[src/rtl/assert_macros.svh]
// Assertion macros used by the top-level RTL file of the thermal backlight throttle.
`ifndef ASSERT_MACROS_SVH
`define ASSERT_MACROS_SVH

// A property that must hold at every rising edge outside of reset.
`define TBT_ASSERT(label, prop, msg) \
  label: assert property (@(posedge clk) disable iff (rst) (prop)) else $error(msg);

// An implication checked in the same cycle.
`define TBT_ASSERT_IMP(label, ante, cons, msg) \
  label: assert property (@(posedge clk) disable iff (rst) (ante) |-> (cons)) else $error(msg);

// An implication whose consequent is checked in the cycle after the antecedent.
`define TBT_ASSERT_NEXT(label, ante, cons, msg) \
  label: assert property (@(posedge clk) disable iff (rst) (ante) |=> (cons)) else $error(msg);

`endif

[src/rtl/tbt_pkg.sv]
// Types, constants and the level reduction function of the thermal backlight throttle.
`default_nettype none

package tbt_pkg;

  localparam int unsigned LEVEL_W = 8;
  localparam int unsigned TEMP_W  = 18;
  localparam int unsigned REQ_W   = 16;
  localparam int unsigned CFG_IDX_W  = 3;
  localparam int unsigned CFG_DATA_W = 18;

  typedef enum logic [1:0] {
    STAGE_NORMAL   = 2'd0,
    STAGE_HOT      = 2'd1,
    STAGE_VERY_HOT = 2'd2,
    STAGE_PANIC    = 2'd3
  } stage_t;

  localparam logic ACT_REQUEST = 1'b0;
  localparam logic ACT_SAMPLE  = 1'b1;

  localparam logic [CFG_IDX_W-1:0] CFG_HOT_THRESHOLD      = 3'd0;
  localparam logic [CFG_IDX_W-1:0] CFG_VERY_HOT_THRESHOLD = 3'd1;
  localparam logic [CFG_IDX_W-1:0] CFG_PANIC_THRESHOLD    = 3'd2;
  localparam logic [CFG_IDX_W-1:0] CFG_HOT_STEP           = 3'd3;
  localparam logic [CFG_IDX_W-1:0] CFG_VERY_HOT_STEP      = 3'd4;
  localparam logic [CFG_IDX_W-1:0] CFG_PANIC_STEP         = 3'd5;
  localparam logic [CFG_IDX_W-1:0] CFG_MIN_LEVEL          = 3'd6;

  localparam logic signed [TEMP_W-1:0] HOT_THRESHOLD_RST      = 18'sd45000;
  localparam logic signed [TEMP_W-1:0] VERY_HOT_THRESHOLD_RST = 18'sd50000;
  localparam logic signed [TEMP_W-1:0] PANIC_THRESHOLD_RST    = 18'sd55000;
  localparam logic [LEVEL_W-1:0] HOT_STEP_RST      = 8'd3;
  localparam logic [LEVEL_W-1:0] VERY_HOT_STEP_RST = 8'd6;
  localparam logic [LEVEL_W-1:0] PANIC_STEP_RST    = 8'd9;
  localparam logic [LEVEL_W-1:0] MIN_LEVEL_RST     = 8'd30;

  // A level of zero stays zero; otherwise subtract the step and floor at the minimum.
  function automatic logic [LEVEL_W-1:0] reduce_level(input logic [LEVEL_W-1:0] lvl,
                                                      input logic [LEVEL_W-1:0] step,
                                                      input logic [LEVEL_W-1:0] min_lvl);
    logic [LEVEL_W:0] diff;
    logic [LEVEL_W-1:0] res;
    diff = {1'b0, lvl} - {1'b0, step};
    if (lvl == '0) begin
      res = '0;
    end else if (diff[LEVEL_W] || (diff[LEVEL_W-1:0] < min_lvl)) begin
      res = min_lvl;
    end else begin
      res = diff[LEVEL_W-1:0];
    end
    return res;
  endfunction

endpackage

`default_nettype wire

[src/rtl/thermal_backlight_throttle.sv]
// Top level of the thermal backlight throttle: input register, decision logic, result register.
`default_nettype none
`include "assert_macros.svh"

// Channel   Direction  tdata (low bit up)                          tuser
// s_axis    in         requested_level[15:0], temperature[33:16]   action
// m_axis    out        drive_level[7:0], enable[8], stage[10:9]    level_written
// cfg       in         cfg_data: register value, cfg_index: register number, cfg_wen
//
// Every input transfer gives exactly one result transfer. An item waits in the input register,
// where the decision logic evaluates it against the current state, and then moves into the
// result register; one item per cycle is sustained while m_axis_tready stays high. The state
// registers update when an item moves from the input register into the result register. A
// stalled result register holds the input register, and input ready then follows
// m_axis_tready. Reset is synchronous and empties both registers.

module thermal_backlight_throttle (
  input  wire logic        clk,
  input  wire logic        rst,
  // Input stream.
  input  wire logic        s_axis_tvalid,
  output logic             s_axis_tready,
  input  wire logic [39:0] s_axis_tdata,   // requested_level[15:0], temperature[33:16], zeros
  input  wire logic        s_axis_tuser,   // action
  // Result stream.
  output logic             m_axis_tvalid,
  input  wire logic        m_axis_tready,
  output logic [15:0]      m_axis_tdata,   // drive_level[7:0], enable[8], stage[10:9], zeros
  output logic             m_axis_tuser,   // level_written
  // Configuration write port.
  input  wire logic                           cfg_wen,
  input  wire logic [tbt_pkg::CFG_IDX_W-1:0]  cfg_index,
  input  wire logic [tbt_pkg::CFG_DATA_W-1:0] cfg_data
);

  // Configuration registers.
  logic signed [tbt_pkg::TEMP_W-1:0] hot_threshold;
  logic signed [tbt_pkg::TEMP_W-1:0] very_hot_threshold;
  logic signed [tbt_pkg::TEMP_W-1:0] panic_threshold;
  logic [tbt_pkg::LEVEL_W-1:0] hot_step;
  logic [tbt_pkg::LEVEL_W-1:0] very_hot_step;
  logic [tbt_pkg::LEVEL_W-1:0] panic_step;
  logic [tbt_pkg::LEVEL_W-1:0] min_level;

  // Block state.
  logic [tbt_pkg::LEVEL_W-1:0] saved_level;
  tbt_pkg::stage_t             thermal_stage;
  logic                        enable_flag;
  logic [tbt_pkg::LEVEL_W-1:0] saved_level_next;
  tbt_pkg::stage_t             thermal_stage_next;
  logic                        enable_flag_next;

  // Input register.
  logic                              in_valid;
  logic                              in_action;
  logic signed [tbt_pkg::REQ_W-1:0]  in_req;
  logic signed [tbt_pkg::TEMP_W-1:0] in_temp;

  // Result register.
  logic                        out_valid;
  logic                        out_written;
  logic [tbt_pkg::LEVEL_W-1:0] out_drive;
  logic                        out_enable;
  tbt_pkg::stage_t             out_stage;

  // Decision logic.
  logic                        advance;
  logic [tbt_pkg::LEVEL_W-1:0] req_low;
  logic [tbt_pkg::LEVEL_W-1:0] raised;
  logic                        req_take;
  tbt_pkg::stage_t             sample_stage;
  tbt_pkg::stage_t             red_stage;
  logic [tbt_pkg::LEVEL_W-1:0] red_step;
  logic [tbt_pkg::LEVEL_W-1:0] red_in;
  logic [tbt_pkg::LEVEL_W-1:0] red_level;
  logic                        written;
  logic [tbt_pkg::LEVEL_W-1:0] drive;

  // The held item moves on whenever the result register is empty or being drained.
  assign advance       = in_valid && (!out_valid || m_axis_tready);
  assign s_axis_tready = !in_valid || advance;

  always_ff @(posedge clk) begin
    if (rst) begin
      in_valid <= 1'b0;
    end else if (s_axis_tready) begin
      in_valid <= s_axis_tvalid;
    end
  end

  always_ff @(posedge clk) begin
    if (s_axis_tready && s_axis_tvalid) begin
      in_action <= s_axis_tuser;
      in_req    <= s_axis_tdata[15:0];
      in_temp   <= s_axis_tdata[33:16];
    end
  end

  // Configuration writes; an unknown index is ignored.
  always_ff @(posedge clk) begin
    if (rst) begin
      hot_threshold      <= tbt_pkg::HOT_THRESHOLD_RST;
      very_hot_threshold <= tbt_pkg::VERY_HOT_THRESHOLD_RST;
      panic_threshold    <= tbt_pkg::PANIC_THRESHOLD_RST;
      hot_step           <= tbt_pkg::HOT_STEP_RST;
      very_hot_step      <= tbt_pkg::VERY_HOT_STEP_RST;
      panic_step         <= tbt_pkg::PANIC_STEP_RST;
      min_level          <= tbt_pkg::MIN_LEVEL_RST;
    end else if (cfg_wen) begin
      unique case (cfg_index)
        tbt_pkg::CFG_HOT_THRESHOLD:      hot_threshold      <= cfg_data;
        tbt_pkg::CFG_VERY_HOT_THRESHOLD: very_hot_threshold <= cfg_data;
        tbt_pkg::CFG_PANIC_THRESHOLD:    panic_threshold    <= cfg_data;
        tbt_pkg::CFG_HOT_STEP:           hot_step           <= cfg_data[tbt_pkg::LEVEL_W-1:0];
        tbt_pkg::CFG_VERY_HOT_STEP:      very_hot_step      <= cfg_data[tbt_pkg::LEVEL_W-1:0];
        tbt_pkg::CFG_PANIC_STEP:         panic_step         <= cfg_data[tbt_pkg::LEVEL_W-1:0];
        tbt_pkg::CFG_MIN_LEVEL:          min_level          <= cfg_data[tbt_pkg::LEVEL_W-1:0];
        default: begin
        end
      endcase
    end
  end

  // A request from 1 up to the minimum is raised to it before the other checks. Negative
  // requests and requests above 255 are dropped, and so is a repeat of the saved level.
  assign req_low  = in_req[tbt_pkg::LEVEL_W-1:0];
  assign raised   = ((req_low != '0) && (req_low < min_level)) ? min_level : req_low;
  assign req_take = !in_req[tbt_pkg::REQ_W-1] && (in_req[tbt_pkg::REQ_W-2:tbt_pkg::LEVEL_W] == '0)
                    && (raised != saved_level);

  // Thresholds are tested from the hottest down, so an unordered set still gives one answer.
  always_comb begin
    priority if (in_temp >= panic_threshold) begin
      sample_stage = tbt_pkg::STAGE_PANIC;
    end else if (in_temp >= very_hot_threshold) begin
      sample_stage = tbt_pkg::STAGE_VERY_HOT;
    end else if (in_temp >= hot_threshold) begin
      sample_stage = tbt_pkg::STAGE_HOT;
    end else begin
      sample_stage = tbt_pkg::STAGE_NORMAL;
    end
  end

  // One shared reducer: a request reduces the new level under the current stage, a stage
  // change reduces the saved level under the new stage.
  assign red_stage = (in_action == tbt_pkg::ACT_SAMPLE) ? sample_stage : thermal_stage;
  assign red_in    = (in_action == tbt_pkg::ACT_SAMPLE) ? saved_level : raised;

  always_comb begin
    unique case (red_stage)
      tbt_pkg::STAGE_NORMAL:   red_step = '0;
      tbt_pkg::STAGE_HOT:      red_step = hot_step;
      tbt_pkg::STAGE_VERY_HOT: red_step = very_hot_step;
      tbt_pkg::STAGE_PANIC:    red_step = panic_step;
      default:                 red_step = '0;
    endcase
  end

  assign red_level = tbt_pkg::reduce_level(red_in, red_step, min_level);

  always_comb begin
    saved_level_next   = saved_level;
    thermal_stage_next = thermal_stage;
    enable_flag_next   = enable_flag;
    written            = 1'b0;
    drive              = '0;
    if (in_action == tbt_pkg::ACT_REQUEST) begin
      if (req_take) begin
        if (raised == '0) begin
          // Zero switches the driver off without writing a level.
          enable_flag_next = 1'b0;
          saved_level_next = '0;
        end else begin
          if (saved_level == '0) begin
            enable_flag_next = 1'b1;
          end
          saved_level_next = raised;
          written          = 1'b1;
          drive            = (thermal_stage != tbt_pkg::STAGE_NORMAL) ? red_level : raised;
        end
      end
    end else begin
      // A stage change always rewrites the level, even when that level is zero.
      if (sample_stage != thermal_stage) begin
        thermal_stage_next = sample_stage;
        written            = 1'b1;
        drive              = red_level;
      end
    end
  end

  always_ff @(posedge clk) begin
    if (rst) begin
      saved_level   <= '0;
      thermal_stage <= tbt_pkg::STAGE_NORMAL;
      enable_flag   <= 1'b0;
    end else if (advance) begin
      saved_level   <= saved_level_next;
      thermal_stage <= thermal_stage_next;
      enable_flag   <= enable_flag_next;
    end
  end

  always_ff @(posedge clk) begin
    if (rst) begin
      out_valid <= 1'b0;
    end else if (advance) begin
      out_valid <= 1'b1;
    end else if (m_axis_tready) begin
      out_valid <= 1'b0;
    end
  end

  always_ff @(posedge clk) begin
    if (advance) begin
      out_written <= written;
      out_drive   <= drive;
      out_enable  <= enable_flag_next;
      out_stage   <= thermal_stage_next;
    end
  end

  assign m_axis_tvalid = out_valid;
  assign m_axis_tuser  = out_written;
  assign m_axis_tdata  = {5'b0, out_stage, out_enable, out_drive};

  // The enable is on exactly when a nonzero level is saved.
  `TBT_ASSERT(a_enable_tracks_level, enable_flag == (saved_level != '0), "enable out of step with saved level")
  // A result without a level write carries a zero drive level.
  `TBT_ASSERT_IMP(a_idle_drive_zero, out_valid && !out_written, out_drive == '0, "drive level set without a write")
  // State only moves when an item leaves the input register.
  `TBT_ASSERT_NEXT(a_state_holds, !advance, $stable(saved_level) && $stable(thermal_stage), "state changed without an item")
  // The stage reported with a result is the stage the block now holds.
  `TBT_ASSERT_NEXT(a_stage_reported, advance, out_stage == thermal_stage, "reported stage differs from held stage")

endmodule

`default_nettype wire

[config.mk]
export PLATFORM = sky130hd
export DESIGN_NAME = thermal_backlight_throttle
export DESIGN_NICKNAME = d
export VERILOG_FILES = /design/src/rtl/tbt_pkg.sv /design/src/rtl/thermal_backlight_throttle.sv
export VERILOG_INCLUDE_DIRS = /design/src /design/src/rtl
export SDC_FILE = /design/constraint.sdc
export NUM_CORES = 1
export LEC_CHECK = 0
export ABC_AREA = 0
export BUFFER_PORTS_ARGS = -buffer_cell sky130_fd_sc_hd__buf_2
export CAP_MARGIN = 25
export CORE_MARGIN = 1.5
export CORE_UTILIZATION = 40
export CTS_BUF_LIST = sky130_fd_sc_hd__clkbuf_4 sky130_fd_sc_hd__clkbuf_8 sky130_fd_sc_hd__clkbuf_16
export CTS_CLUSTER_SIZE = 30
export DETAILED_ROUTE_END_ITERATION = 10
export SKIP_CTS_REPAIR_TIMING = 1
export SYNTH_ARGS = -nofsm -noshare
export SYNTH_HDL_FRONTEND = slang
export SYNTH_SLANG_ARGS = --single-unit
[constraint.sdc]
create_clock -name clk -period 6.9 [get_ports clk]
set_clock_uncertainty 0.15 [all_clocks]
set_input_delay 1.035 -clock clk [delete_from_list [all_inputs] [get_ports clk]]
set_output_delay 1.035 -clock clk [all_outputs]
set_load 0.005 [all_outputs]
# Word level (Yosys, flattened, before mapping)

Index checks and enable logic that the tools add are counted.

Register bits: 146
Output and inout bits: 19
Logic and storage cells: 92

Add/sub/neg operators: 1
Magnitude comparators: 5
Equal/unequal tests: 11
Mux-type cells: 27
Bitwise operators: 1
Reductions and logical operators: 28

Operators by type and width:

| operator             | count |
|---|---|
| $mux W8              | 10 |
| $ge A18 B18 Y1       | 3 |
| $pmux W8 S4          | 1 |
| $logic_not A8 Y1     | 3 |
| $lt A8 B8 Y1         | 2 |
| $reduce_and A2 Y1    | 7 |
| $mux W1              | 11 |
| $mux W2              | 5 |
| $eq A3 B3 Y1 const B | 3 |
| $sub A8 B8 Y9        | 1 |
| $ne A8 B8 Y1         | 1 |
| $reduce_bool A8 Y1   | 1 |
| $logic_not A7 Y1     | 1 |
| $eq A3 B2 Y1 const B | 2 |
| $logic_and A1 B1 Y1  | 5 |
| $eq A2 B2 Y1 const B | 2 |
| $reduce_bool A2 Y1   | 2 |
| $eq A3 B1 Y1 const B | 1 |
| $logic_not A1 Y1     | 3 |
| $logic_not A3 Y1     | 1 |
| $logic_or A1 B1 Y1   | 3 |
| $reduce_and A3 Y1    | 1 |
| $eq A2 B1 Y1 const B | 1 |
| $logic_not A2 Y1     | 1 |
| other kinds (2)      | 2 |

# Logic depth before layout (Yosys ltp)

Depth in word-level cells: 16
Gate-level depth with buffers: 26
Depth with buffers taken out: 25

# Worst setup path before layout

No wires, ideal clock.

Path type: reg-to-reg
Start: register in_temp[3] (netlist bit)
End: register out_drive[6] (netlist bit), data pin
Setup time: 0.270 ns
Data arrival time: 4.985 ns
Data required time: 6.480 ns
Setup slack: 1.495 ns
Cell stages (with the launch flop): 26
Clock period less this slack: 5.405 ns
Cell sequence: edfxtp_1 ha_1 a211o_1 a21oi_1 o21ai_0 a22o_1 or2_2 a21oi_1 a21oi_1 buf_1 mux2i_1 o2bb2ai_1 ha_1 fa_1 nor2b_1 o21ai_0 a21boi_0 o21a_1 nor2_1 xnor2_1 ha_1 a2111oi_0 o21ai_0 o2111ai_1 mux2i_1 o22ai_1

Longest elaborated chain between the ends: 16
Elaborated cells between the ends (all ways): 23

RTL lines:

| what                                 | line                              | text |
|---|---|---|
| start, declared                      | thermal_backlight_throttle.sv:57  | `logic signed [tbt_pkg::TEMP_W-1:0] in_temp;` |
| start signal, assigned               | thermal_backlight_throttle.sv:95  | `in_temp <= s_axis_tdata[33:16];` |
| $ge A18 B18 Y1                       | thermal_backlight_throttle.sv:137 | `end else if (in_temp >= hot_threshold) begin` |
| $mux W1                              | thermal_backlight_throttle.sv:137 |  |
| $mux W2                              | thermal_backlight_throttle.sv:135 | `end else if (in_temp >= very_hot_threshold) begin` |
| $mux W2 (*)                          | thermal_backlight_throttle.sv:133 | `priority if (in_temp >= panic_threshold) begin` |
| $mux W2                              | thermal_backlight_throttle.sv:146 | `assign red_stage = (in_action == tbt_pkg::ACT_SAMPLE) ? sample_stage : thermal_stage;` |
| $eq A2 B2 Y1 (tied with other cells) | thermal_backlight_throttle.sv:150 | `unique case (red_stage)` |
| $pmux W8 S4                          | thermal_backlight_throttle.sv:150 |  |
| $sub A8 B8 Y9                        | tbt_pkg.sv:44                     | `diff = {1'b0, lvl} - {1'b0, step};` |
| $lt A8 B8 Y1                         | tbt_pkg.sv:47                     | `end else if (diff[LEVEL_W] \|\| (diff[LEVEL_W-1:0] < min_lvl)) begin` |
| $logic_or A1 B1 Y1                   | tbt_pkg.sv:47                     |  |
| $mux W8                              | tbt_pkg.sv:47                     |  |
| $mux W8                              | tbt_pkg.sv:45                     | `if (lvl == '0) begin` |
| $mux W8                              | thermal_backlight_throttle.sv:179 | `drive = (thermal_stage != tbt_pkg::STAGE_NORMAL) ? red_level : raised;` |
| $mux W8                              | thermal_backlight_throttle.sv:169 | `if (raised == '0) begin` |
| $mux W8                              | thermal_backlight_throttle.sv:168 | `if (req_take) begin` |
| $mux W8 (*)                          | thermal_backlight_throttle.sv:167 | `if (in_action == tbt_pkg::ACT_REQUEST) begin` |
| via drive (one bit)                  | thermal_backlight_throttle.sv:77  | `logic [tbt_pkg::LEVEL_W-1:0] drive;` |
| end signal, assigned                 | thermal_backlight_throttle.sv:217 | `out_drive <= drive;` |
| end, declared                        | thermal_backlight_throttle.sv:62  | `logic [tbt_pkg::LEVEL_W-1:0] out_drive;` |

The timed path passes the listed nets; every way through them passes the cells marked *.
A chain may end at the register's enable or synchronous reset.

# Worst setup path in the final report

Start: register in_temp[3] (netlist bit)
End: register out_drive[7] (netlist bit), data pin

The elaborated chain is that of the path after synthesis.

==> results_dict.tcl <==
set metrics [dict create \
    status "complete, no violations" \
    grt_util_all_layers_pct 19.5 \
    grt_max_degree 100 \
    antenna_found_initial 0 \
    cap_violations 0 \
    drc_errors 0 \
    n_antenna_cell 0 \
    syn_area_per_cell_sq_um 9.08 \
    yosysWarningCount 0 \
    routabilityCongestion 0.828 \
    h-tree-depth 4 \
    synth_cell_types 66 \
    core-area_sq_um 19500 \
    hold_viol 0 \
    ant_nets 0 \
    die_area_sq_um 20700 \
    fillerInstances 1845 \
    p_leak_nw 3.79 \
    setup_viol 0 \
    multi_input_area_sq_um 4130 \
    synth-seq-cells 146 \
    port_buffers 74 \
    r2r_start "in_temp[3]" \
    wirelength_um 19300 \
    layout_setup_ws_ns 0.689 \
    grt_remaining_overflow 0 \
    row_count 51 \
    maxSlewViolCount 0 \
    dieHeight_um 144 \
    use_met3_pct 4.43 \
    worstSetupPathType "reg -> reg" \
    design_area_sq_um 9170 \
    ir_drop_v 0.000171 \
    synth_cells 873 \
    cts_buffers 17 \
    cp-startpoint "in_temp[3]" \
    start_kind "flip-flop" \
    post-dp-hpwl_um 13800 \
    clk_pin_slew_ns 0.06 \
    clock_path_buffers 2 \
    worstMarginPinSlew_ns 0.933 \
    reg2reg_setup_slack_ns 0.69 \
    viasPerCell 5.15 \
    fin_crit_sh_pct 90.0 \
    regArea_sq_um 3390 \
    max_slew_margin_pct 37.3 \
    grt_pass1_vias 5948 \
    async_flop_share_pct 0 \
    placed_cell_area_sq_um 8560 \
    vias 6304 \
    grt.busiest_layer "met2" \
    grt_use_met1_pct 23.9 \
    clock_sinks 146 \
    tns_ns 0 \
    cellPowerDensity_nw_per_um2 236 \
    rsz0062_at_grt "no" \
    dp.cells 1191 \
    hp-class "reg -> reg" \
    cts-root-buf "clkbuf_16" \
    instances_no_fill 1224 \
    first_pass_iters 7 \
    worstPathMaxFanout 9 \
    ys_seq_area_share_pct 42.8 \
    crit_required_ns 6.89 \
    initialDrtViolationCount 312 \
    synth_edf_count 47 \
    dp_slack_ns 0.552 \
    initial_utilization_pct 40.7 \
    cts_tree "built" \
    synth.cell_area_sq_um 7920 \
    grt_pass1_wl_um 30700 \
    worstSkewPairLatency_ns 0.42 \
    fin_crit_ns 6.21 \
    arrival_ns 6.21 \
    met2_usage_pct 34.0 \
    area_growth_pct 15.7 \
    nets 1090 \
    min_from "very_hot_step[6]" \
    die_x_um 144 \
    drive_above_1_share_pct 15.7 \
    fmaxAchievable_ghz 0.161 \
    wire_per_inst_um 15.8 \
    ios 86 \
    synthFlopType "dfxtp_1" \
    fin_util_pct 47.1 \
    crit_path_end_kind "flip-flop" \
]
## cell families after synthesis
family | Yosys count | share of synthesized area [%]
AOI/OAI and AO/OA | 201 | 16.6
xor gates and xnor gates | 18 | 1.99
adders and majority gates | 77 | 12.3
buffers and inverters | 105 | 5.48
DFF | 146 | 42.8
muxes | 25 | 3.35
other | 1 | 0.0473
and+or+nand+nor | 300 | 17.4
## area by class of cell
class / instances / area share, %
tap: 265 / 3.62
timing repair buffer: 85 / 5.16
inverter: 70 / 2.86
sequential: 146 / 37.0
multi-input combinational: 626 / 45.0
clock buffer: 21 / 5.23
clock inverter: 11 / 1.09
## placed cells by master, fill, tap and decap left out, types with 3 or more instances in the layout
master,instances
a211o_1,25
a211oi_1,4
a211oi_2,10
a21o_1,4
a21oi_1,94
a22oi_1,6
and4_1,3
buf_2,74
buf_4,10
clkbuf_16,18
clkinv_2,3
conb_1,5
dfxtp_1,99
edfxtp_1,47
ha_1,76
inv_1,69
mux2_2,6
mux2i_1,17
nand2_1,145
nand2b_1,11
nand3_1,9
nand3b_1,10
nand4_1,13
nor2_1,64
nor2b_1,8
nor3_1,9
nor4_1,5
o211ai_1,4
o21a_1,6
o21ai_0,19
o22ai_1,9
or4_1,3
xnor2_1,10
xor2_1,8
## worst max-delay path, cell delays in order, from the launching register on
cell and delay, ns:
edfxtp_1 0.45, ha_1 0.32, a211o_1 0.29, a21oi_1 0.12, o21ai_0 0.15, a22o_1 0.24
or2_2 0.31, a21oi_1 0.16, a21oi_1 0.16, buf_4 0.23, nor2b_2 0.22, o2bb2ai_1 0.16
ha_1 0.21, fa_1 0.41, nor2b_1 0.12, o21ai_0 0.11, a21boi_0 0.28, o21a_1 0.17
nor2_1 0.05, xnor2_1 0.15, ha_1 0.20, a2111oi_0 0.39, o21ai_0 0.19, o2111ai_2 0.29
mux2i_1 0.27, o22ai_1 0.10
## where the power goes
part / switching, mW / internal [mW]
registers: 0.0219 / 0.924
logic: 0.181 / 0.132
clock network: 0.372 / 0.537
total: 0.575 / 1.59
## sequential cells by signal, summed over array words and instances (netlist names)
name,count
hot_step,8
in_valid,1
min_level,8
m_axis_tuser,1
m_axis_tvalid,1
in_action,1
out_stage,2
thermal_stage,2
saved_level,8
very_hot_step,8
in_temp,18
very_hot_threshold,18
panic_threshold,18
out_drive,8
out_enable,1
enable_flag,1
hot_threshold,18
panic_step,8
in_req,16
## metal layers
layer	part of all wire [%]	wire length (um)
met3	3.5	669
met1	44	8520
met5	0	0
met4	1.7	320
met2	51	9830
## metrics by stage
| stage | hold slack [ns] | power, mW |
|---|---|---|
| after floorplan | 0.283 | 1.17 |
| after global placement | 0.289 | 1.27 |
| after detailed placement | 0.295 | 1.27 |
| after CTS | 0.305 | 2.18 |
| after global routing | 0.320 | 2.27 |
| final | 0.299 | 2.17 |
## worst paths after layout
| path | endpoint | cells past startpoint |
|---|---|---|
| max | out_drive[7] | 25 |
| max reg2reg | out_drive[7] | 25 |
| min reg2reg | very_hot_step[6] | 2 |
| min | very_hot_step[6] | 2 |
## Yosys cell counts, types with 3 or more instances
| cell | count | area [sq um] |
|---|---|---|
| nand2_1 | 145 | 544 |
| dfxtp_1 | 99 | 1980 |
| a21oi_1 | 94 | 470 |
| ha_1 | 76 | 951 |
| inv_1 | 69 | 259 |
| nor2_1 | 65 | 244 |
| edfxtp_1 | 47 | 1410 |
| a211o_1 | 25 | 219 |
| clkbuf_1 | 24 | 90.1 |
| o21ai_0 | 19 | 95.1 |
| mux2i_1 | 17 | 170 |
| nand4_1 | 13 | 81.3 |
| nand2b_1 | 11 | 68.8 |
| a211oi_2 | 10 | 125 |
| nand3b_1 | 10 | 75.1 |
| nor2b_1 | 10 | 62.6 |
| nor3_1 | 10 | 50.1 |
| xnor2_1 | 10 | 87.6 |
| nand3_1 | 9 | 45.0 |
| o22ai_1 | 9 | 56.3 |
| xor2_1 | 8 | 70.1 |
| a22oi_1 | 6 | 45.0 |
| buf_4 | 6 | 45.0 |
| mux2_2 | 6 | 67.6 |
| o21a_1 | 6 | 45.0 |
| nor4_1 | 5 | 31.3 |
| a211oi_1 | 4 | 30.0 |
| a21o_1 | 4 | 30.0 |
| o211ai_1 | 4 | 30.0 |
| and2_1 | 3 | 18.8 |
| and4_1 | 3 | 26.3 |
| or4_1 | 3 | 22.5 |
Note: power is estimated with default switching activity, not from simulation.
